`src/rtl/tlrq_pkg.sv`:
```
// ----------------------------------------------------------------------------
// tlrq_pkg
// Shared types, codes and constants for the three-level ready queue.
// ----------------------------------------------------------------------------
package tlrq_pkg;

    localparam int LEVEL_DEPTH_DEF = 16;
    localparam int BURST_BITS_DEF  = 16;

    localparam int FUNC_W        = 2;
    localparam int ID_W          = 8;
    localparam int PRIO_W        = 8;
    localparam int FIELD_BURST_W = 16;
    localparam int LVL_W         = 2;
    localparam int STATUS_W      = 2;
    localparam int CFG_IDX_W     = 2;
    localparam int CFG_W         = 8;

    localparam logic [CFG_W-1:0] TOP_FLOOR_RST = 8'd100;
    localparam logic [CFG_W-1:0] MID_FLOOR_RST = 8'd50;
    localparam logic [CFG_W-1:0] PRIO_CEIL_RST = 8'd149;

    localparam logic [CFG_IDX_W-1:0] CFG_TOP_FLOOR = 2'd0;
    localparam logic [CFG_IDX_W-1:0] CFG_MID_FLOOR = 2'd1;
    localparam logic [CFG_IDX_W-1:0] CFG_PRIO_CEIL = 2'd2;

    typedef enum logic [FUNC_W-1:0] {
        FUNC_INSERT = 2'd0,
        FUNC_PICK   = 2'd1,
        FUNC_CHECK  = 2'd2,
        FUNC_NOP    = 2'd3
    } t_func;

    typedef enum logic [STATUS_W-1:0] {
        ST_OK       = 2'd0,
        ST_EMPTY    = 2'd1,
        ST_BAD_PRIO = 2'd2,
        ST_FULL     = 2'd3
    } t_status;

    typedef enum logic [LVL_W-1:0] {
        LVL_NONE = 2'd0,
        LVL_TOP  = 2'd1,
        LVL_MID  = 2'd2,
        LVL_LOW  = 2'd3
    } t_level;

    typedef struct packed {
        logic [FUNC_W-1:0]        func;
        logic [ID_W-1:0]          task_id;
        logic [PRIO_W-1:0]        task_priority;
        logic [FIELD_BURST_W-1:0] burst_estimate;
        logic [FIELD_BURST_W-1:0] burst_used;
        logic [FIELD_BURST_W-1:0] running_estimate;
    } t_req;

    typedef struct packed {
        logic [ID_W-1:0]     picked_id;
        logic [LVL_W-1:0]    picked_level;
        logic                should_preempt;
        logic [STATUS_W-1:0] status;
    } t_rsp;

    typedef struct packed {
        logic [CFG_IDX_W-1:0] index;
        logic [CFG_W-1:0]     value;
    } t_cfg;

    typedef struct packed {
        logic load;
        logic decode;
        logic walk;
        logic push;
    } t_dp_cmd;

    typedef struct packed {
        logic need_walk;
        logic walk_done;
    } t_dp_stat;

endpackage

```
`src/rtl/tlrq_chan_if.sv`:
```
// ----------------------------------------------------------------------------
// tlrq_chan_if
// Valid/ready channel carrying one item of type T_DATA.
// ----------------------------------------------------------------------------
interface tlrq_chan_if #(
    parameter type T_DATA = logic
);
    logic  valid;
    logic  ready;
    T_DATA data;

    modport source (output valid, output data, input ready);
    modport sink   (input valid, input data, output ready);
endinterface

```
`src/rtl/tlrq_ram.sv`:
```
// ----------------------------------------------------------------------------
// tlrq_ram
// Simple dual-port RAM: one write port, one read port with registered data.
// ----------------------------------------------------------------------------
module tlrq_ram #(
    parameter int WIDTH = 8,
    parameter int DEPTH = 16
) (
    input  logic                                    i_clk,
    input  logic                                    i_we,
    input  logic [((DEPTH > 1) ? $clog2(DEPTH) : 1)-1:0] i_waddr,
    input  logic [WIDTH-1:0]                        i_wdata,
    input  logic [((DEPTH > 1) ? $clog2(DEPTH) : 1)-1:0] i_raddr,
    output logic [WIDTH-1:0]                        o_rdata
);
    logic [WIDTH-1:0] r_mem [DEPTH];
    logic [WIDTH-1:0] r_rdata;

    always_ff @(posedge i_clk) begin
        if (i_we) begin
            r_mem[i_waddr] <= i_wdata;
        end
        r_rdata <= r_mem[i_raddr];
    end

    assign o_rdata = r_rdata;
endmodule

```
`src/rtl/tlrq_ctrl.sv`:
```
// ----------------------------------------------------------------------------
// tlrq_ctrl
// Sequencer: accept, decode, table walk, result hand-off.
// ----------------------------------------------------------------------------
module tlrq_ctrl (
    input  logic               i_clk,
    input  logic               i_rst_n,
    input  logic               i_req_valid,
    output logic               o_req_ready,
    output logic               o_rsp_valid,
    input  logic               i_rsp_ready,
    output tlrq_pkg::t_dp_cmd  o_cmd,
    input  tlrq_pkg::t_dp_stat i_stat
);
    import tlrq_pkg::*;

    typedef enum logic [3:0] {
        S_IDLE   = 4'b0001,
        S_DECODE = 4'b0010,
        S_WALK   = 4'b0100,
        S_PUSH   = 4'b1000
    } t_state;

    t_state r_state, n_state;
    logic   r_out_valid, n_out_valid;

    always_comb begin
        n_state = r_state;
        o_cmd   = '0;
        case (r_state)
            S_IDLE: begin
                if (i_req_valid) begin
                    o_cmd.load = 1'b1;
                    n_state    = S_DECODE;
                end
            end
            S_DECODE: begin
                o_cmd.decode = 1'b1;
                n_state      = i_stat.need_walk ? S_WALK : S_PUSH;
            end
            S_WALK: begin
                o_cmd.walk = 1'b1;
                if (i_stat.walk_done) begin
                    n_state = S_PUSH;
                end
            end
            S_PUSH: begin
                if (!r_out_valid || i_rsp_ready) begin
                    o_cmd.push = 1'b1;
                    n_state    = S_IDLE;
                end
            end
            default: n_state = S_IDLE;
        endcase
    end

    always_comb begin
        n_out_valid = r_out_valid;
        if (o_cmd.push) begin
            n_out_valid = 1'b1;
        end else if (i_rsp_ready) begin
            n_out_valid = 1'b0;
        end
    end

    always_ff @(posedge i_clk) begin
        if (!i_rst_n) begin
            r_state     <= S_IDLE;
            r_out_valid <= 1'b0;
        end else begin
            r_state     <= n_state;
            r_out_valid <= n_out_valid;
        end
    end

    assign o_req_ready = (r_state == S_IDLE);
    assign o_rsp_valid = r_out_valid;
endmodule

```
`src/rtl/tlrq_dpath.sv`:
```
// ----------------------------------------------------------------------------
// tlrq_dpath
// Level tables, counts, ring pointers, band registers and result registers.
// ----------------------------------------------------------------------------
module tlrq_dpath #(
    parameter int LEVEL_DEPTH = tlrq_pkg::LEVEL_DEPTH_DEF,
    parameter int BURST_BITS  = tlrq_pkg::BURST_BITS_DEF
) (
    input  logic               i_clk,
    input  logic               i_rst_n,
    input  tlrq_pkg::t_dp_cmd  i_cmd,
    output tlrq_pkg::t_dp_stat o_stat,
    input  tlrq_pkg::t_req     i_req_data,
    input  logic               i_cfg_valid,
    input  tlrq_pkg::t_cfg     i_cfg_data,
    output tlrq_pkg::t_rsp     o_rsp_data
);
    import tlrq_pkg::*;

    localparam int IDX_W   = (LEVEL_DEPTH > 1) ? $clog2(LEVEL_DEPTH) : 1;
    localparam int COUNT_W = $clog2(LEVEL_DEPTH + 1);
    localparam int REM_W   = BURST_BITS + 1;
    localparam int TOP_W   = ID_W + BURST_BITS + REM_W;
    localparam int MID_W   = ID_W + PRIO_W;
    localparam int EXT_W   = FIELD_BURST_W + 32;

    localparam logic [COUNT_W-1:0] CNT_ONE  = COUNT_W'(1);
    localparam logic [COUNT_W-1:0] CNT_TWO  = COUNT_W'(2);
    localparam logic [COUNT_W-1:0] CNT_FULL = COUNT_W'(LEVEL_DEPTH);
    localparam logic [IDX_W-1:0]   IDX_LAST = IDX_W'(LEVEL_DEPTH - 1);

    // band registers
    logic [CFG_W-1:0] r_top_floor, r_mid_floor, r_prio_ceil;

    // level bookkeeping
    logic [COUNT_W-1:0] r_cnt_top, r_cnt_mid, r_cnt_low;
    logic [COUNT_W-1:0] n_cnt_top, n_cnt_mid, n_cnt_low;
    logic [IDX_W-1:0]   r_head, r_tail, n_head, n_tail;

    // latched item
    t_func              r_func;
    logic [ID_W-1:0]    r_id;
    logic [PRIO_W-1:0]  r_prio;
    logic [BURST_BITS-1:0] r_est, r_used, r_run;
    logic [EXT_W-1:0]   ext_est, ext_used, ext_run;

    // walk state
    t_level             r_lvl, n_lvl;
    logic [COUNT_W-1:0] r_pos, n_pos;
    logic               r_placing, n_placing;
    t_rsp               r_res, n_res, r_rsp;

    // decode
    logic [REM_W-1:0]   rem;
    t_level             ins_lvl, pick_lvl, dec_lvl, act_lvl;
    logic               prio_bad;
    logic [COUNT_W-1:0] cnt_dec, cnt_cur;
    logic               inc_cnt, dec_cnt, shift;

    // table ports
    logic               wr_en, wr_new;
    logic [IDX_W-1:0]   wr_addr, rd_addr;
    logic               top_we, mid_we, low_we;
    logic [TOP_W-1:0]   top_wdata, top_rdata, top_new;
    logic [MID_W-1:0]   mid_wdata, mid_rdata, mid_new;
    logic [ID_W-1:0]    low_rdata;
    logic [ID_W-1:0]    top_rd_id, mid_rd_id;
    logic [BURST_BITS-1:0] top_rd_est;
    logic [REM_W-1:0]   top_rd_rem;
    logic [PRIO_W-1:0]  mid_rd_prio;

    assign ext_est  = {32'd0, i_req_data.burst_estimate};
    assign ext_used = {32'd0, i_req_data.burst_used};
    assign ext_run  = {32'd0, i_req_data.running_estimate};

    assign rem     = {1'b0, r_est} - {1'b0, r_used};
    assign top_new = {r_id, r_est, rem};
    assign mid_new = {r_id, r_prio};

    assign top_rd_id   = top_rdata[TOP_W-1 -: ID_W];
    assign top_rd_est  = top_rdata[REM_W +: BURST_BITS];
    assign top_rd_rem  = top_rdata[REM_W-1:0];
    assign mid_rd_id   = mid_rdata[MID_W-1 -: ID_W];
    assign mid_rd_prio = mid_rdata[PRIO_W-1:0];

    always_comb begin
        prio_bad = (r_prio > r_prio_ceil);
        if (prio_bad) begin
            ins_lvl = LVL_NONE;
        end else if (r_prio >= r_top_floor) begin
            ins_lvl = LVL_TOP;
        end else if (r_prio >= r_mid_floor) begin
            ins_lvl = LVL_MID;
        end else begin
            ins_lvl = LVL_LOW;
        end

        if (r_cnt_top != '0) begin
            pick_lvl = LVL_TOP;
        end else if (r_cnt_mid != '0) begin
            pick_lvl = LVL_MID;
        end else if (r_cnt_low != '0) begin
            pick_lvl = LVL_LOW;
        end else begin
            pick_lvl = LVL_NONE;
        end

        dec_lvl = (r_func == FUNC_INSERT) ? ins_lvl : pick_lvl;
        act_lvl = i_cmd.decode ? dec_lvl : r_lvl;
    end

    always_comb begin
        case (dec_lvl)
            LVL_TOP: cnt_dec = r_cnt_top;
            LVL_MID: cnt_dec = r_cnt_mid;
            LVL_LOW: cnt_dec = r_cnt_low;
            default: cnt_dec = '0;
        endcase
        case (r_lvl)
            LVL_TOP: cnt_cur = r_cnt_top;
            LVL_MID: cnt_cur = r_cnt_mid;
            LVL_LOW: cnt_cur = r_cnt_low;
            default: cnt_cur = '0;
        endcase
        if (r_lvl == LVL_TOP) begin
            shift = ($signed(top_rd_rem) > $signed(rem));
        end else begin
            shift = (mid_rd_prio < r_prio);
        end
    end

    always_comb begin
        o_stat.need_walk = 1'b0;
        case (r_func)
            FUNC_INSERT: o_stat.need_walk = (ins_lvl == LVL_TOP || ins_lvl == LVL_MID)
                                            && (cnt_dec != '0) && (cnt_dec < CNT_FULL);
            FUNC_PICK:   o_stat.need_walk = (pick_lvl != LVL_NONE);
            FUNC_CHECK:  o_stat.need_walk = (r_cnt_top != '0);
            default:     o_stat.need_walk = 1'b0;
        endcase

        o_stat.walk_done = 1'b1;
        case (r_func)
            FUNC_INSERT: o_stat.walk_done = r_placing || !shift;
            FUNC_PICK:   o_stat.walk_done = (r_lvl == LVL_LOW) || (r_pos == cnt_cur - CNT_ONE);
            default:     o_stat.walk_done = 1'b1;
        endcase
    end

    always_comb begin
        n_res     = r_res;
        n_lvl     = r_lvl;
        n_pos     = r_pos;
        n_placing = r_placing;
        n_head    = r_head;
        n_tail    = r_tail;
        inc_cnt   = 1'b0;
        dec_cnt   = 1'b0;
        wr_en     = 1'b0;
        wr_new    = 1'b0;
        wr_addr   = '0;
        rd_addr   = '0;
        low_we    = 1'b0;

        if (i_cmd.decode) begin
            n_res     = '0;
            n_lvl     = dec_lvl;
            n_placing = 1'b0;
            case (r_func)
                FUNC_INSERT: begin
                    if (prio_bad) begin
                        n_res.status = ST_BAD_PRIO;
                    end else if (cnt_dec >= CNT_FULL) begin
                        n_res.status = ST_FULL;
                    end else begin
                        n_res.picked_level = dec_lvl;
                        if (dec_lvl == LVL_LOW) begin
                            low_we  = 1'b1;
                            n_tail  = (r_tail == IDX_LAST) ? '0 : r_tail + 1'b1;
                            inc_cnt = 1'b1;
                        end else if (cnt_dec == '0) begin
                            wr_en   = 1'b1;
                            wr_new  = 1'b1;
                            inc_cnt = 1'b1;
                        end else begin
                            n_pos   = cnt_dec;
                            rd_addr = IDX_W'(cnt_dec - CNT_ONE);
                        end
                    end
                end
                FUNC_PICK: begin
                    n_pos              = '0;
                    n_res.picked_level = dec_lvl;
                    if (dec_lvl == LVL_NONE) begin
                        n_res.status = ST_EMPTY;
                    end
                end
                FUNC_CHECK: begin
                    n_lvl = LVL_TOP;
                end
                default: n_lvl = LVL_NONE;
            endcase
        end

        if (i_cmd.walk) begin
            case (r_func)
                FUNC_CHECK: begin
                    n_res.should_preempt = (top_rd_est < r_run);
                end
                FUNC_PICK: begin
                    if (r_lvl == LVL_LOW) begin
                        n_res.picked_id = low_rdata;
                        n_head  = (r_head == IDX_LAST) ? '0 : r_head + 1'b1;
                        dec_cnt = 1'b1;
                    end else begin
                        if (r_pos == '0) begin
                            n_res.picked_id = (r_lvl == LVL_TOP) ? top_rd_id : mid_rd_id;
                        end else begin
                            wr_en   = 1'b1;
                            wr_addr = IDX_W'(r_pos - CNT_ONE);
                        end
                        if (r_pos == cnt_cur - CNT_ONE) begin
                            dec_cnt = 1'b1;
                        end else begin
                            n_pos   = r_pos + CNT_ONE;
                            rd_addr = IDX_W'(r_pos + CNT_ONE);
                        end
                    end
                end
                FUNC_INSERT: begin
                    if (r_placing || !shift) begin
                        wr_en   = 1'b1;
                        wr_new  = 1'b1;
                        wr_addr = IDX_W'(r_pos);
                        inc_cnt = 1'b1;
                    end else begin
                        wr_en   = 1'b1;
                        wr_addr = IDX_W'(r_pos);
                        n_pos   = r_pos - CNT_ONE;
                        if (r_pos == CNT_ONE) begin
                            n_placing = 1'b1;
                        end else begin
                            rd_addr = IDX_W'(r_pos - CNT_TWO);
                        end
                    end
                end
                default: n_res = r_res;
            endcase
        end
    end

    always_comb begin
        top_we    = wr_en && (act_lvl == LVL_TOP);
        mid_we    = wr_en && (act_lvl == LVL_MID);
        top_wdata = wr_new ? top_new : top_rdata;
        mid_wdata = wr_new ? mid_new : mid_rdata;

        n_cnt_top = r_cnt_top;
        n_cnt_mid = r_cnt_mid;
        n_cnt_low = r_cnt_low;
        case (act_lvl)
            LVL_TOP: n_cnt_top = r_cnt_top + (inc_cnt ? CNT_ONE : '0) - (dec_cnt ? CNT_ONE : '0);
            LVL_MID: n_cnt_mid = r_cnt_mid + (inc_cnt ? CNT_ONE : '0) - (dec_cnt ? CNT_ONE : '0);
            LVL_LOW: n_cnt_low = r_cnt_low + (inc_cnt ? CNT_ONE : '0) - (dec_cnt ? CNT_ONE : '0);
            default: n_cnt_top = r_cnt_top;
        endcase
    end

    tlrq_ram #(.WIDTH(TOP_W), .DEPTH(LEVEL_DEPTH)) u_top_ram (
        .i_clk   (i_clk),
        .i_we    (top_we),
        .i_waddr (wr_addr),
        .i_wdata (top_wdata),
        .i_raddr (rd_addr),
        .o_rdata (top_rdata)
    );

    tlrq_ram #(.WIDTH(MID_W), .DEPTH(LEVEL_DEPTH)) u_mid_ram (
        .i_clk   (i_clk),
        .i_we    (mid_we),
        .i_waddr (wr_addr),
        .i_wdata (mid_wdata),
        .i_raddr (rd_addr),
        .o_rdata (mid_rdata)
    );

    tlrq_ram #(.WIDTH(ID_W), .DEPTH(LEVEL_DEPTH)) u_low_ram (
        .i_clk   (i_clk),
        .i_we    (low_we),
        .i_waddr (r_tail),
        .i_wdata (r_id),
        .i_raddr (r_head),
        .o_rdata (low_rdata)
    );

    always_ff @(posedge i_clk) begin
        if (!i_rst_n) begin
            r_top_floor <= TOP_FLOOR_RST;
            r_mid_floor <= MID_FLOOR_RST;
            r_prio_ceil <= PRIO_CEIL_RST;
            r_cnt_top   <= '0;
            r_cnt_mid   <= '0;
            r_cnt_low   <= '0;
            r_head      <= '0;
            r_tail      <= '0;
            r_lvl       <= LVL_NONE;
            r_pos       <= '0;
            r_placing   <= 1'b0;
            r_func      <= FUNC_NOP;
        end else begin
            if (i_cfg_valid) begin
                case (i_cfg_data.index)
                    CFG_TOP_FLOOR: r_top_floor <= i_cfg_data.value;
                    CFG_MID_FLOOR: r_mid_floor <= i_cfg_data.value;
                    CFG_PRIO_CEIL: r_prio_ceil <= i_cfg_data.value;
                    default:       r_prio_ceil <= r_prio_ceil;
                endcase
            end
            r_cnt_top <= n_cnt_top;
            r_cnt_mid <= n_cnt_mid;
            r_cnt_low <= n_cnt_low;
            r_head    <= n_head;
            r_tail    <= n_tail;
            r_lvl     <= n_lvl;
            r_pos     <= n_pos;
            r_placing <= n_placing;
            if (i_cmd.load) begin
                r_func <= t_func'(i_req_data.func);
            end
        end
    end

    always_ff @(posedge i_clk) begin
        if (i_cmd.load) begin
            r_id   <= i_req_data.task_id;
            r_prio <= i_req_data.task_priority;
            r_est  <= ext_est[BURST_BITS-1:0];
            r_used <= ext_used[BURST_BITS-1:0];
            r_run  <= ext_run[BURST_BITS-1:0];
        end
        r_res <= n_res;
        if (i_cmd.push) begin
            r_rsp <= r_res;
        end
    end

    assign o_rsp_data = r_rsp;
endmodule

```
`src/rtl/three_level_ready_queue_unit.sv`:
```
// ----------------------------------------------------------------------------
// three_level_ready_queue_unit
// Three-level ready queue: sorted top level, priority-ordered middle level,
// FIFO low level, with pick and preemption check.
// ----------------------------------------------------------------------------
// From accept, an item passes the decode state, the table walk if needed,
// and the push state. Walk: insert into top/middle moves each entry behind
// the insert point down a slot, then writes the new one; a pick from the
// top or middle level takes the head and moves the rest up; a low pick
// reads the FIFO head; the check compares top head and running estimates.
// One item at a time; the push waits until the previous result is taken.
// Reset (synchronous): counts, ring pointers, band registers 100/50/149.
module three_level_ready_queue_unit #(
    parameter int LEVEL_DEPTH = tlrq_pkg::LEVEL_DEPTH_DEF,
    parameter int BURST_BITS  = tlrq_pkg::BURST_BITS_DEF
) (
    input  logic        i_clk,
    input  logic        i_rst_n,
    tlrq_chan_if.sink   i_req,
    tlrq_chan_if.source o_rsp,
    tlrq_chan_if.sink   i_cfg
);
    import tlrq_pkg::*;

    t_dp_cmd  cmd;
    t_dp_stat stat;

    assign i_cfg.ready = 1'b1;

    tlrq_ctrl u_ctrl (
        .i_clk       (i_clk),
        .i_rst_n     (i_rst_n),
        .i_req_valid (i_req.valid),
        .o_req_ready (i_req.ready),
        .o_rsp_valid (o_rsp.valid),
        .i_rsp_ready (o_rsp.ready),
        .o_cmd       (cmd),
        .i_stat      (stat)
    );

    tlrq_dpath #(
        .LEVEL_DEPTH (LEVEL_DEPTH),
        .BURST_BITS  (BURST_BITS)
    ) u_dpath (
        .i_clk       (i_clk),
        .i_rst_n     (i_rst_n),
        .i_cmd       (cmd),
        .o_stat      (stat),
        .i_req_data  (i_req.data),
        .i_cfg_valid (i_cfg.valid),
        .i_cfg_data  (i_cfg.data),
        .o_rsp_data  (o_rsp.data)
    );
endmodule
```
`src/flat_wrapper.sv`:
```
// flat-port wrapper written by rule: the top's interface ports become plain ports
module three_level_ready_queue_unit_flat import tlrq_pkg::*;
#(
    parameter int LEVEL_DEPTH = tlrq_pkg::LEVEL_DEPTH_DEF,
    parameter int BURST_BITS  = tlrq_pkg::BURST_BITS_DEF
)
  (i_clk, i_rst_n, i_req_valid, i_req_data, i_req_ready, o_rsp_valid, o_rsp_data, o_rsp_ready, i_cfg_valid, i_cfg_data, i_cfg_ready);
  tlrq_chan_if i_req_i ();
  tlrq_chan_if o_rsp_i ();
  tlrq_chan_if i_cfg_i ();
  input  logic i_clk;
  input  logic i_rst_n;
  input wire logic [$bits(i_req_i.valid)-1:0] i_req_valid;
  input wire logic [$bits(i_req_i.data)-1:0] i_req_data;
  output wire logic [$bits(i_req_i.ready)-1:0] i_req_ready;
  output wire logic [$bits(o_rsp_i.valid)-1:0] o_rsp_valid;
  output wire logic [$bits(o_rsp_i.data)-1:0] o_rsp_data;
  input wire logic [$bits(o_rsp_i.ready)-1:0] o_rsp_ready;
  input wire logic [$bits(i_cfg_i.valid)-1:0] i_cfg_valid;
  input wire logic [$bits(i_cfg_i.data)-1:0] i_cfg_data;
  output wire logic [$bits(i_cfg_i.ready)-1:0] i_cfg_ready;
  assign i_req_i.valid = i_req_valid;
  assign i_req_i.data = i_req_data;
  assign i_req_ready = i_req_i.ready;
  assign o_rsp_valid = o_rsp_i.valid;
  assign o_rsp_data = o_rsp_i.data;
  assign o_rsp_i.ready = o_rsp_ready;
  assign i_cfg_i.valid = i_cfg_valid;
  assign i_cfg_i.data = i_cfg_data;
  assign i_cfg_ready = i_cfg_i.ready;
  three_level_ready_queue_unit #(.LEVEL_DEPTH(LEVEL_DEPTH), .BURST_BITS(BURST_BITS)) u_core (.i_clk(i_clk), .i_rst_n(i_rst_n), .i_req(i_req_i), .o_rsp(o_rsp_i), .i_cfg(i_cfg_i));
endmodule
```
`config.mk`:
```
export PLATFORM = sky130hd
export DESIGN_NAME = three_level_ready_queue_unit_flat
export DESIGN_NICKNAME = d
export VERILOG_FILES = /design/src/rtl/tlrq_pkg.sv /design/src/rtl/tlrq_chan_if.sv /design/src/rtl/tlrq_ram.sv /design/src/rtl/tlrq_ctrl.sv /design/src/rtl/tlrq_dpath.sv /design/src/rtl/three_level_ready_queue_unit.sv /design/src/flat_wrapper.sv
export SDC_FILE = /design/constraint.sdc
export NUM_CORES = 1
export LEC_CHECK = 0
export BUFFER_PORTS_ARGS = -buffer_cell sky130_fd_sc_hd__buf_2
export CAP_MARGIN = 20
export CORE_ASPECT_RATIO = 1.4
export CORE_MARGIN = 8
export CORE_UTILIZATION = 44
export CTS_CLUSTER_DIAMETER = 60
export CTS_CLUSTER_SIZE = 8
export DETAILED_ROUTE_END_ITERATION = 10
export PLACE_DENSITY = 0.59
export RECOVER_POWER = 50
export SYNTH_ARGS = -nofsm -noshare
export SYNTH_HDL_FRONTEND = slang
export SYNTH_HIERARCHICAL = 1
export SYNTH_SLANG_ARGS = --single-unit
```
`constraint.sdc`:
```
create_clock -name i_clk -period 15.9 [get_ports i_clk]
set_input_delay 3.975 -clock i_clk [delete_from_list [all_inputs] [get_ports i_clk]]
set_output_delay 3.975 -clock i_clk [all_outputs]
set_load 0.03 [all_outputs]
```
[Word-level counts from Yosys, hierarchy flattened]
Memories as Yosys holds them, arrays and structs flattened. A register that Yosys moved wholly into a read port is not among the register bits.
Index checks and enable logic that the tools add are counted.
Cells by class
  shift operators: 0
  bitwise operators: 0
  muxes and demuxes: 100
  $lt $le $gt $ge: 6
  add/subtract/negate cells: 11
  divide/modulo/power cells: 0
  $mul: 0
  eq/ne operators: 25
  reduce and logical (&&, ||, !) cells: 24
Operators by type and width (number)
  two-way mux 4 bit: 17
  two-way mux 1 bit: 43
  two-way mux 41 bit: 1
  two-way mux 5 bit: 8
  case mux 5 bit (3 select lines): 2
  two-way mux 13 bit: 2
  two-way mux 8 bit: 3
  two-way mux 2 bit: 10
  case mux 5 bit (2 select lines): 2
  nonzero test 5 bit: 4
  > comparator 17 x 1 -> 1 bit (second input constant): 1
  equality test 2 bit (second input constant): 8
  less-than comparator 16 x 1 -> 1 bit: 1
  two-way mux 16 bit: 1
  case mux 4 bit (2 select lines): 2
  case mux 4 bit (4 select lines): 1
  case mux 8 bit (2 select lines): 1
  case mux 2 bit (2 select lines): 3
  adder 5 bit: 2
  equality test 2 x 1 -> 1 bit (second input constant): 5
  zero test 5 bit: 2
  subtractor 5 x 1 -> 5 bit (second input constant): 2
  subtractor 5 bit: 2
  less-than comparator 8 x 1 -> 1 bit (second input constant): 1
  other kinds (27): 42
Word-level totals
  latch bits: 0
  word-level logic and storage cells: 185
  memories kept: 2
  flip-flop bits (word level): 57
  ROM bits: 0
  memory bits (writable): 912
  output and inout port bits: 4
Memories
  u_core.u_dpath.u_top_ram.r_mem: depth 16, width 41, read ports 1, clocked after memory_dff 1, wr ports 1, RTL line tlrq_ram.sv:16  | logic [WIDTH-1:0] r_mem [DEPTH];
  u_core.u_dpath.u_mid_ram.r_mem: depth 16, width 16, read ports 1, clocked after memory_dff 1, wr ports 1, RTL line tlrq_ram.sv:16

[Depth between registers and ports, before layout]
Gate-level depths: netlist of run 1.
  depth in word-level cells: 20
  gate-level depth with buffers: 34

[Cells and area by module]
The synthesis of run 1 kept the hierarchy.
By module, submodules not included
  tlrq_ram at u_core.u_dpath.u_top_ram: area an instance 25369.3 sq um, cells each 1066, instances 1, seq. area each 20519.7 sq um
  tlrq_dpath: area an instance 10053.4 sq um, cells each 1076, instances 1, seq. area each 3843.7 sq um
  tlrq_ram at u_core.u_dpath.u_mid_ram: area an instance 10042.1 sq um, cells each 432, instances 1, seq. area each 8007.7 sq um
  tlrq_ram at u_core.u_dpath.u_low_ram: area an instance 5147.4 sq um, cells each 229, instances 1, seq. area each 4003.8 sq um
  tlrq_ctrl: area an instance 319.1 sq um, cells each 36, instances 1, seq. area each 100.1 sq um
  three_level_ready_queue_unit: area an instance 15.0 sq um, cells each 3, instances 1, seq. area each 0.0 sq um

[Least setup slack after synthesis of run 1]
OpenSTA, ideal clock, no wires.
  path kind: register to register
  start: register, netlist name u_core/u_dpath/r_prio[7]
  end: memory u_core/u_dpath/u_top_ram/r_mem[0][0] (netlist bit) (enable)
  path slack: 9.161 ns
  required time: 15.410 ns
  arrival: 6.249 ns
  library setup time: 0.490 ns
  cell stages (with the launch flop): 17
  clock period less this slack: 6.739 ns
  path through: edfxtp_1 > ha_1 > nand4_1 > o21ai_1 > a21oi_1 > a211oi_2 > buf_2 > buf_2 > a21oi_1 > inv_1 > ha_1 > nand3b_1 > nand2_2 > a21oi_1 > nor2_1 > or3b_2 > nor3_1
RTL lines (RTL line)
  to (decl): tlrq_ram.sv:16

==> out/metrics.cfg, run 1 <==
[synth]
syn_inst = 1590
synth.cell_area_sq_mm = 0.02326
syn_area_per_cell_sq_um = 14.63
synth_warnings = 6

[final_layout]
stdcell_count = 2465
final_nets = 1805
drive_above_1_share_pct = 14.33
final_cell_mix = edfxtp_1, nand2_1, mux4_2
final_common_cell = edfxtp_1
n_antenna_cell = 0
synthToLayoutAreaGrowth_pct = 14.11

[critical_path]
start_kind = register
cpMaxStageDelayCell = buf_4
slowest_delay_ps = 700
crit_fanout = 53
worstPathRequired_ps = 16360
path_common_cell = o21ai_0
path_class = register to register
end_kind = register
critical_path_arrival_ps = 8630

[floorplan]
fp.coreArea_sq_mm = 0.05215
std_cell_rows = 99
start_util_pct = 44.61
ios = 11
die_x_um = 210.3
die_h_um = 288.1
dieArea_sq_mm = 0.06059

[timing]
max-slew-margin-rel_pct = -31.84
setup_violations = 0
period_share_pct = 51.35
slew_viol_final = 222
max_freq_mhz = 122.5
fin_setup_tns_ps = 0
rsz0062_at_grt = no
layout_min_cycle_time_ps = 8164
finClkSkew_ps = 27.83
holdWs_ps = 429.8
setup_slack_ps = 7736
hold_viol = 0
tightest_slew_ps = 1978

[placed_design]
gp_congestion = 0.8253
dp_slack_ps = 7632
hpwl_um = 31370
dp_cells = 2333
port_buffers = 8

[routing]
wl_per_cell_um = 20.58
drc = 0
drtIter0Drc = 908
dr.pass1.iters = 6
vias = 13180
wl_um = 50730
route.antenna.remaining_nets = 0
via_per_inst = 5.345

[power_and_ir_drop]
leakagePower_uw = 0.009136
power_density_mw_per_mm2 = 117.1
peakVddDrop_v = 0.0001009

[global_routing]
met3_usage_pct = 2.906
grt_overflow = 0
met1_usage_pct = 19.98
grt.total_usage_pct = 17.12
grt_pass1_wl_um = 79340
use_met2_pct = 31.26
top_usage_layer = met2
antenna_found_initial = 0
grt_max_degree = 101
grt_pass1_vias = 13810

[clock_network]
cts.clk_slew.worst_paths_ps = 50
cts_buffers = 76
clk_latency_ps = 610
clock-root-buffer = clkbuf_16
cts_hold_buf = 0
clockBufferDepth = 3
cts.sinks = 521
ctsResizeCount = 0
post_cts_buffers = 0
cts_tree = done
h-tree-depth = 3

[run_status]
outcome = finished with violations
violations = capacitance limit, slew limit

[flow_run]
max-cap-violations = 12

[worst_hold_path]
hp-class = register to register

## worst max-delay path, delay by kind of cell, from the launching register on
family	cells	cell delay, ps
mux	1	420
compound gates	14	3950
simple gates	7	910
fa+ha+maj	3	870
flops	1	360
buf+inv	4	1480
## power breakdown
part	switching, uW	internal, uW	total (uW)
clock network	573	899	1470
logic	90.3	53.5	144
registers	10.5	1480	1490
total	673	2430	3110
## per-layer routing
layer | part of all wire (%) | vias up
met5 | 0 | -
met4 | 2.4 | 0
met3 | 4.7 | 80
met2 | 54 | 307
met1 | 39 | 6567
li1 | - | 6221
## metrics by stage
stage          utilization [%]  area (sq um)  power, uW
6_report                 50.90         26540       3107
5_1_grt                  50.90         26540       3219
4_1_cts                  51.13         26660       3141
3_5_place_dp             46.94         24480       1661
3_3_place_gp             46.94         24480       1657
2_1_floorplan                -         23520       1619
## path summary, 6_finish.rpt
check / slack, ps / from / endpoint / cells after the start
worst max-delay path: 7740 / u_core/u_dpath/r_est[0] / u_core/u_dpath/u_top_ram/o_rdata[7] / 29
worst min-delay path: 430 / u_core/u_dpath/r_res[0] / u_core/u_dpath/o_rsp_data[0] / 0
worst max register to register: 7740 / u_core/u_dpath/r_est[0] / u_core/u_dpath/u_top_ram/o_rdata[7] / 29
worst min register to register: 430 / u_core/u_dpath/r_res[0] / u_core/u_dpath/o_rsp_data[0] / 0
## area by class of cell
class	count	area [sq um]
inverter	85	319.1
sequential	521	14850
clock buffer	124	2103
tap	707	884.6
clock inverter	7	82.58
fill	4379	25600
multi-input combinational	954	7896
timing repair buffer	67	404.1
## registers in the layout (all words and copies together), names as in the netlist
signal                            flops
u_core/u_dpath/r_placing              1
u_core/u_dpath/r_prio_ceil            8
u_core/u_dpath/r_used                16
u_core/u_dpath/r_pos                  5
u_core/u_dpath/r_top_floor            8
u_core/u_dpath/r_cnt_top              5
u_core/u_dpath/u_top_ram/r_mem      272
u_core/u_dpath/r_lvl                  2
u_core/u_dpath/r_est                 16
u_core/u_dpath/r_res                  1
u_core/u_dpath/r_prio                 8
u_core/u_dpath/u_mid_ram/o_rdata      8
u_core/u_dpath/r_func                 2
u_core/u_dpath/r_cnt_low              5
u_core/u_dpath/r_mid_floor            8
u_core/u_dpath/u_top_ram/o_rdata     17
u_core/u_dpath/r_cnt_mid              5
u_core/u_dpath/o_rsp_data             1
u_core/u_dpath/u_mid_ram/r_mem      128
u_core/u_ctrl/o_rsp_valid             1
u_core/u_ctrl/r_state                 4
Power figures use the tool's default switching activity.
==> run 2: changes to the inputs <==
--- a/config.mk
+++ b/config.mk
@@ -13,7 +13,7 @@
 export CTS_CLUSTER_DIAMETER = 60
 export CTS_CLUSTER_SIZE = 8
 export DETAILED_ROUTE_END_ITERATION = 10
-export PLACE_DENSITY = 0.59
+export PLACE_DENSITY = 0.61
 export RECOVER_POWER = 50
 export SYNTH_ARGS = -nofsm -noshare
 export SYNTH_HDL_FRONTEND = slang
==> constraint.sdc (replaced) <==
create_clock -name i_clk -period 7.49 [get_ports i_clk]
set_input_delay 1.8725 -clock i_clk [delete_from_list [all_inputs] [get_ports i_clk]]
set_output_delay 1.8725 -clock i_clk [all_outputs]
set_load 0.03 [all_outputs]
==> run 2 against run 1 <==
  * Critical path type unchanged
  * Clock power grew 120%
  * Die area unchanged
  * Flip-flop and latch count is the same
  * First-iteration DRC count is 3.5% higher
  * Global-route usage fell by 0.24 points
  * Largest cell class unchanged
  * Critical path depth is 3 higher
  * The run still ends with capacitance limit, slew limit left
  * Final area increased by 1.0%
  * Worst hold slack worse by 1.2 ps
  * Via count rose by 1.2%
  * Sequential power grew 110%
  * Utilization increased by 0.52 points
==> out/metrics.cfg, run 2 (synthesis results as in run 1) <==
[global_routing]
antenna_found_initial = 0  ; unchanged
grt_pass1_vias = 13650  ; -1.1%
grt_max_degree = 59  ; -42%
grt.total_usage_pct = 16.87  ; -0.24 points
grt_pass1_wl_um = 77740  ; -2.0%
grt_overflow = 0  ; unchanged

[timing]
max_freq_mhz = 144.0  ; +18%
tightest_slew_ps = 1948  ; -29.21 ps
max-slew-margin-rel_pct = -29.89  ; +1.9 points
rsz0062_at_grt = no
period_share_pct = 92.73  ; +41 points
layout_min_cycle_time_ps = 6945  ; -1219 ps
hold_viol = 0  ; unchanged
fin_setup_tns_ps = 0  ; unchanged
setup_slack_ps = 544.6  ; -7191 ps
setup_violations = 0  ; unchanged
finClkSkew_ps = 27.82  ; -0.008200 ps
slew_viol_final = 171  ; -23%
holdWs_ps = 428.5  ; -1.210 ps

[critical_path]
cpMaxStageDelayCell = mux4_2
worstPathRequired_ps = 7970  ; -8390 ps
cp.buffers_inverters = 6  ; +2
crit_fanout = 21  ; -60%
path_class = register to register
critical_path_arrival_ps = 7430  ; -1200 ps
crit_family = compound AO/OA/AOI/OAI gates
end_kind = register
start_kind = register
slowest_delay_ps = 550  ; -150 ps

[clock_network]
clock-root-buffer = clkbuf_16
ctsResizeCount = 0  ; unchanged
cts_hold_buf = 0  ; unchanged
clk_latency_ps = 610  ; about the same
h-tree-depth = 3  ; unchanged
cts_tree = done
cts.sinks = 521  ; unchanged
clockBufferDepth = 3  ; unchanged
post_cts_buffers = 0  ; unchanged
cts.clk_slew.worst_paths_ps = 50  ; about the same
cts_buffers = 76  ; unchanged

[power_and_ir_drop]
power_density_mw_per_mm2 = 250.5  ; +110%
p_clk_share_pct = 48.3  ; +0.9 points
p_seq_share_pct = 47.2  ; -0.8 points
leakagePower_uw = 0.009271  ; +1.5%
p_switching_uw = 1450  ; +120%
sw_frac_of_total_pct = 21.58  ; -0.087 points
power_uw = 6717  ; +120%
peakVddDrop_v = 0.0002023  ; +100%
comb_power_share_pct = 4.6  ; about the same
internal-power_uw = 5267  ; +120%

[final_layout]
final_cell_mix = edfxtp_1, nand2_1, mux4_2
drive_above_1_share_pct = 15.45  ; +1.1 points
final_common_cell = edfxtp_1
regMostFlops = u_core/u_dpath/u_top_ram/r_mem
n_antenna_cell = 0  ; unchanged
synthToLayoutAreaGrowth_pct = 15.28
stdcell_count = 2480  ; +0.61%
largest_register_ffs = 272  ; unchanged
final_nets = 1812  ; +0.39%

[routing]
dr.pass1.iters = 5  ; -1
route.antenna.remaining_nets = 0  ; unchanged
via_per_inst = 5.377  ; +0.60%
drc = 0  ; unchanged
wl_per_cell_um = 20.34  ; -1.1%
wl_um = 50450  ; -0.54%
vias = 13340  ; +1.2%
drtIter0Drc = 940  ; +3.5%

[run_status]
outcome = finished with violations
violations = capacitance limit, slew limit

[worst_hold_path]
hp-class = register to register

[floorplan]
die_x_um = 210.3  ; unchanged
ios = 11  ; unchanged
die_h_um = 288.1  ; unchanged
dieArea_sq_mm = 0.06059  ; unchanged
fp.coreArea_sq_mm = 0.05215  ; unchanged
start_util_pct = 44.61  ; unchanged
std_cell_rows = 99  ; unchanged

[placed_design]
dp_slack_ps = 517.1  ; -7115 ps
port_buffers = 8  ; unchanged
hpwl_um = 31380  ; about the same
dp_cells = 2340  ; +0.30%
gp_congestion = 0.8526  ; +3.3%

[flow_run]
max-cap-violations = 8  ; -4

run 2: final timing paths:
path                                         startpoint                                   to  slack (ps)  cells after the start
worst min-delay path            u_core/u_dpath/r_res[0]         u_core/u_dpath/o_rsp_data[0]         430                      0
worst min register to register  u_core/u_dpath/r_res[0]         u_core/u_dpath/o_rsp_data[0]         430                      0
worst max-delay path            u_core/u_dpath/r_est[0]  u_core/u_dpath/u_top_ram/o_rdata[9]         540                     32
worst max register to register  u_core/u_dpath/r_est[0]  u_core/u_dpath/u_top_ram/o_rdata[9]         540                     32
run 2: power groups by stage:
stage | clock network (uW) | logic (uW) | registers (uW)
final | 3240 | 307 | 3170
after global routing | 3440 | 345 | 3170
after CTS | 3340 | 307 | 3170
after detailed placement | 0 | 303 | 3220
after global placement | 0 | 297 | 3220
after floorplan | 0 | 228 | 3210
run 2: per-layer routing:
metal / wire, um / part of all wire, % / track usage (%)
met1: 19050 / 38 / 18.67
met2: 26980 / 53 / 31.22
met3: 2566 / 5.1 / 3.309
met4: 1848 / 3.7 / 7.007
met5: 0 / 0 / 0
run 2: worst register-to-register path: cells and delay by family (launching register included):
kind            cells  cell delay (ps)
fa+ha+maj           3              860
mux                 1              560
buf+inv             6              930
flops               1              360
compound gates     13             2810
simple gates        9             1320
run 2: final cells by class:
cell class / count / area, sq um
fill: 4333 / 25330
timing repair buffer: 74 / 560.5
clock buffer: 130 / 2126
tap: 707 / 884.6
inverter: 85 / 319.1
clock inverter: 9 / 165.2
multi-input combinational: 954 / 7908
sequential: 521 / 14850
run 2: stage by stage:
stage | cell area, sq um | util (%)
finish | 26820 | 51.42
global route | 26820 | 51.42
CTS | 26930 | 51.65
detailed placement | 24640 | 47.25
global placement | 24640 | 47.25
floorplan | 23520 | -
==> run 3: changes to the inputs <==
--- a/config.mk
+++ b/config.mk
@@ -9,11 +9,11 @@
 export CAP_MARGIN = 20
 export CORE_ASPECT_RATIO = 1.4
 export CORE_MARGIN = 8
-export CORE_UTILIZATION = 44
+export CORE_UTILIZATION = 25
 export CTS_CLUSTER_DIAMETER = 60
 export CTS_CLUSTER_SIZE = 8
 export DETAILED_ROUTE_END_ITERATION = 10
-export PLACE_DENSITY = 0.61
+export PLACE_DENSITY = 0.45
 export RECOVER_POWER = 50
 export SYNTH_ARGS = -nofsm -noshare
 export SYNTH_HDL_FRONTEND = slang
==> run 3 against run 2 <==
  * The run still ends with capacitance limit, slew limit left
  * Clock power down 2%
  * Maximum frequency up 0.95%
  * Sequential share of layout area down 1.4 points
  * Critical path depth up 4
==> out/metrics.cfg, run 3 (synthesis results as in run 1) <==
[floorplan]
std_cell_rows = 132  ; +33%
die_x_um = 273.8  ; +30%
fp.coreArea_sq_mm = 0.09232  ; +77%
start_util_pct = 25.20  ; -19 points
ios = 11  ; unchanged
die_h_um = 376.9  ; +31%
dieArea_sq_mm = 0.1032  ; +70%

[power_and_ir_drop]
leakagePower_uw = 0.009322  ; +0.55%
power_density_mw_per_mm2 = 241.6  ; -3.5%
peakVddDrop_v = 0.0001520  ; -25%
power_uw = 6647  ; -1.0%

[critical_path]
path_class = register to register
crit_family = compound AO/OA/AOI/OAI gates
cpMaxStageDelayCell = fa_1
slowest_delay_ps = 400  ; -150 ps
crit_fanout = 3  ; -86%
start_kind = register
path_common_cell = inv_1
cp.buffers_inverters = 7  ; +1
end_kind = register
critical_path_arrival_ps = 7400  ; -30 ps
worstPathRequired_ps = 8010  ; +40 ps

[timing]
layout_min_cycle_time_ps = 6880  ; -65.35 ps
tightest_slew_ps = 1799  ; -149.5 ps
period_share_pct = 91.86  ; -0.87 points
finClkSkew_ps = 35.50  ; +7.677 ps
max_freq_mhz = 145.3  ; +0.95%
fin_setup_tns_ps = 0  ; unchanged
max-slew-margin-rel_pct = -19.92  ; +10 points
slew_viol_final = 189  ; +11%
setup_violations = 0  ; unchanged
rsz0062_at_grt = no
setup_slack_ps = 609.9  ; +65.35 ps
hold_viol = 0  ; unchanged

[run_status]
violations = capacitance limit, slew limit
outcome = finished with violations

[worst_hold_path]
hp-class = register to register

[clock_network]
clk_latency_ps = 640  ; +30 ps
cts.sinks = 521  ; unchanged
h-tree-depth = 3  ; unchanged
clockBufferDepth = 3  ; unchanged
cts_buffers = 76  ; unchanged
ctsResizeCount = 0  ; unchanged
post_cts_buffers = 0  ; unchanged
cts_hold_buf = 0  ; unchanged
clock-root-buffer = clkbuf_16
cts_tree = done
cts.clk_slew.worst_paths_ps = 50  ; about the same

[routing]
vias = 13340  ; +0.015%
via_per_inst = 4.473  ; -17%
drtIter0Drc = 692  ; -26%
drc = 0  ; unchanged
wl_per_cell_um = 18.46  ; -9.2%
route.antenna.remaining_nets = 0  ; unchanged
wl_um = 55050  ; +9.1%
dr.pass1.iters = 5  ; unchanged

[placed_design]
hpwl_um = 35260  ; +12%
port_buffers = 8  ; unchanged
gp_congestion = 0.7881  ; -7.6%
dp_slack_ps = 434.6  ; -82.49 ps

[global_routing]
grt_pass1_vias = 14350  ; +5.1%
antenna_found_initial = 0  ; unchanged
grt_max_degree = 43  ; -27%
grt_overflow = 0  ; unchanged
grt.total_usage_pct = 10.73  ; -6.1 points
grt_pass1_wl_um = 84960  ; +9.3%

[final_layout]
synthToLayoutAreaGrowth_pct = 18.24
utilization_pct = 29.79  ; -22 points
largest_register_ffs = 272  ; unchanged
final_common_cell = edfxtp_1
final_cell_mix = edfxtp_1, nand2_1, nor2_1, mux4_2, ha_1
n_antenna_cell = 0  ; unchanged
regMostFlops = u_core/u_dpath/u_top_ram/r_mem
fillCellCount = 9139  ; +110%
drive_above_1_share_pct = 15.88  ; +0.42 points
final_nets = 1829  ; +0.94%

[flow_run]
max-cap-violations = 10  ; +2

[run 3: cell type report]
cell class                      instances  area [sq um]  share of cell area (%)
Clock buffer                          115          2048                   7.447
Clock inverter                         10         157.7                  0.5732
Inverter                               85         319.1                   1.160
Multi-Input combinational cell        954          7904                   28.74
Sequential cell                       521         14850                   54.01
Tap cell                             1206          1509                   5.486
Timing Repair Buffer                   91         713.2                   2.593
[run 3: per-layer routing]
layer	wire (um)	up-vias	track usage, %
li1	-	6275	-
met1	22190	6707	12.15
met2	28880	251	19.30
met3	2141	104	2.174
met4	1835	0	4.683
met5	0	-	0
[run 3: power breakdown]
part	internal [uW]	leakage (uW)	switching, uW	total [uW]
combinational	118	0.00362	183	301
sequential	3140	0.00464	22.0	3170
clock	1890	0.00106	1290	3180
[run 3: path summary, 6_finish.rpt]
kind                                 from                            to  slack (ps)  depth (start not counted)
setup reg to reg  u_core/u_dpath/r_est[0]   u_core/u_dpath/r_cnt_low[4]         610                         36
hold / removal    u_core/u_dpath/r_res[0]  u_core/u_dpath/o_rsp_data[0]         430                          0
setup / recovery  u_core/u_dpath/r_est[0]   u_core/u_dpath/r_cnt_low[4]         610                         36
hold reg to reg   u_core/u_dpath/r_res[0]  u_core/u_dpath/o_rsp_data[0]         430                          0
[run 3: per-stage QoR]
step | hold WS (ps) | cell area, sq um | cells
final | 425.6 | 27510 | 2982
after global routing | 441.6 | 27510 | 2982
after CTS | 431.2 | 27620 | 2981
after detailed placement | 418.8 | 25420 | 2856
after global placement | 420.6 | 25420 | 2856
after floorplan | 400.3 | 23520 | 1659
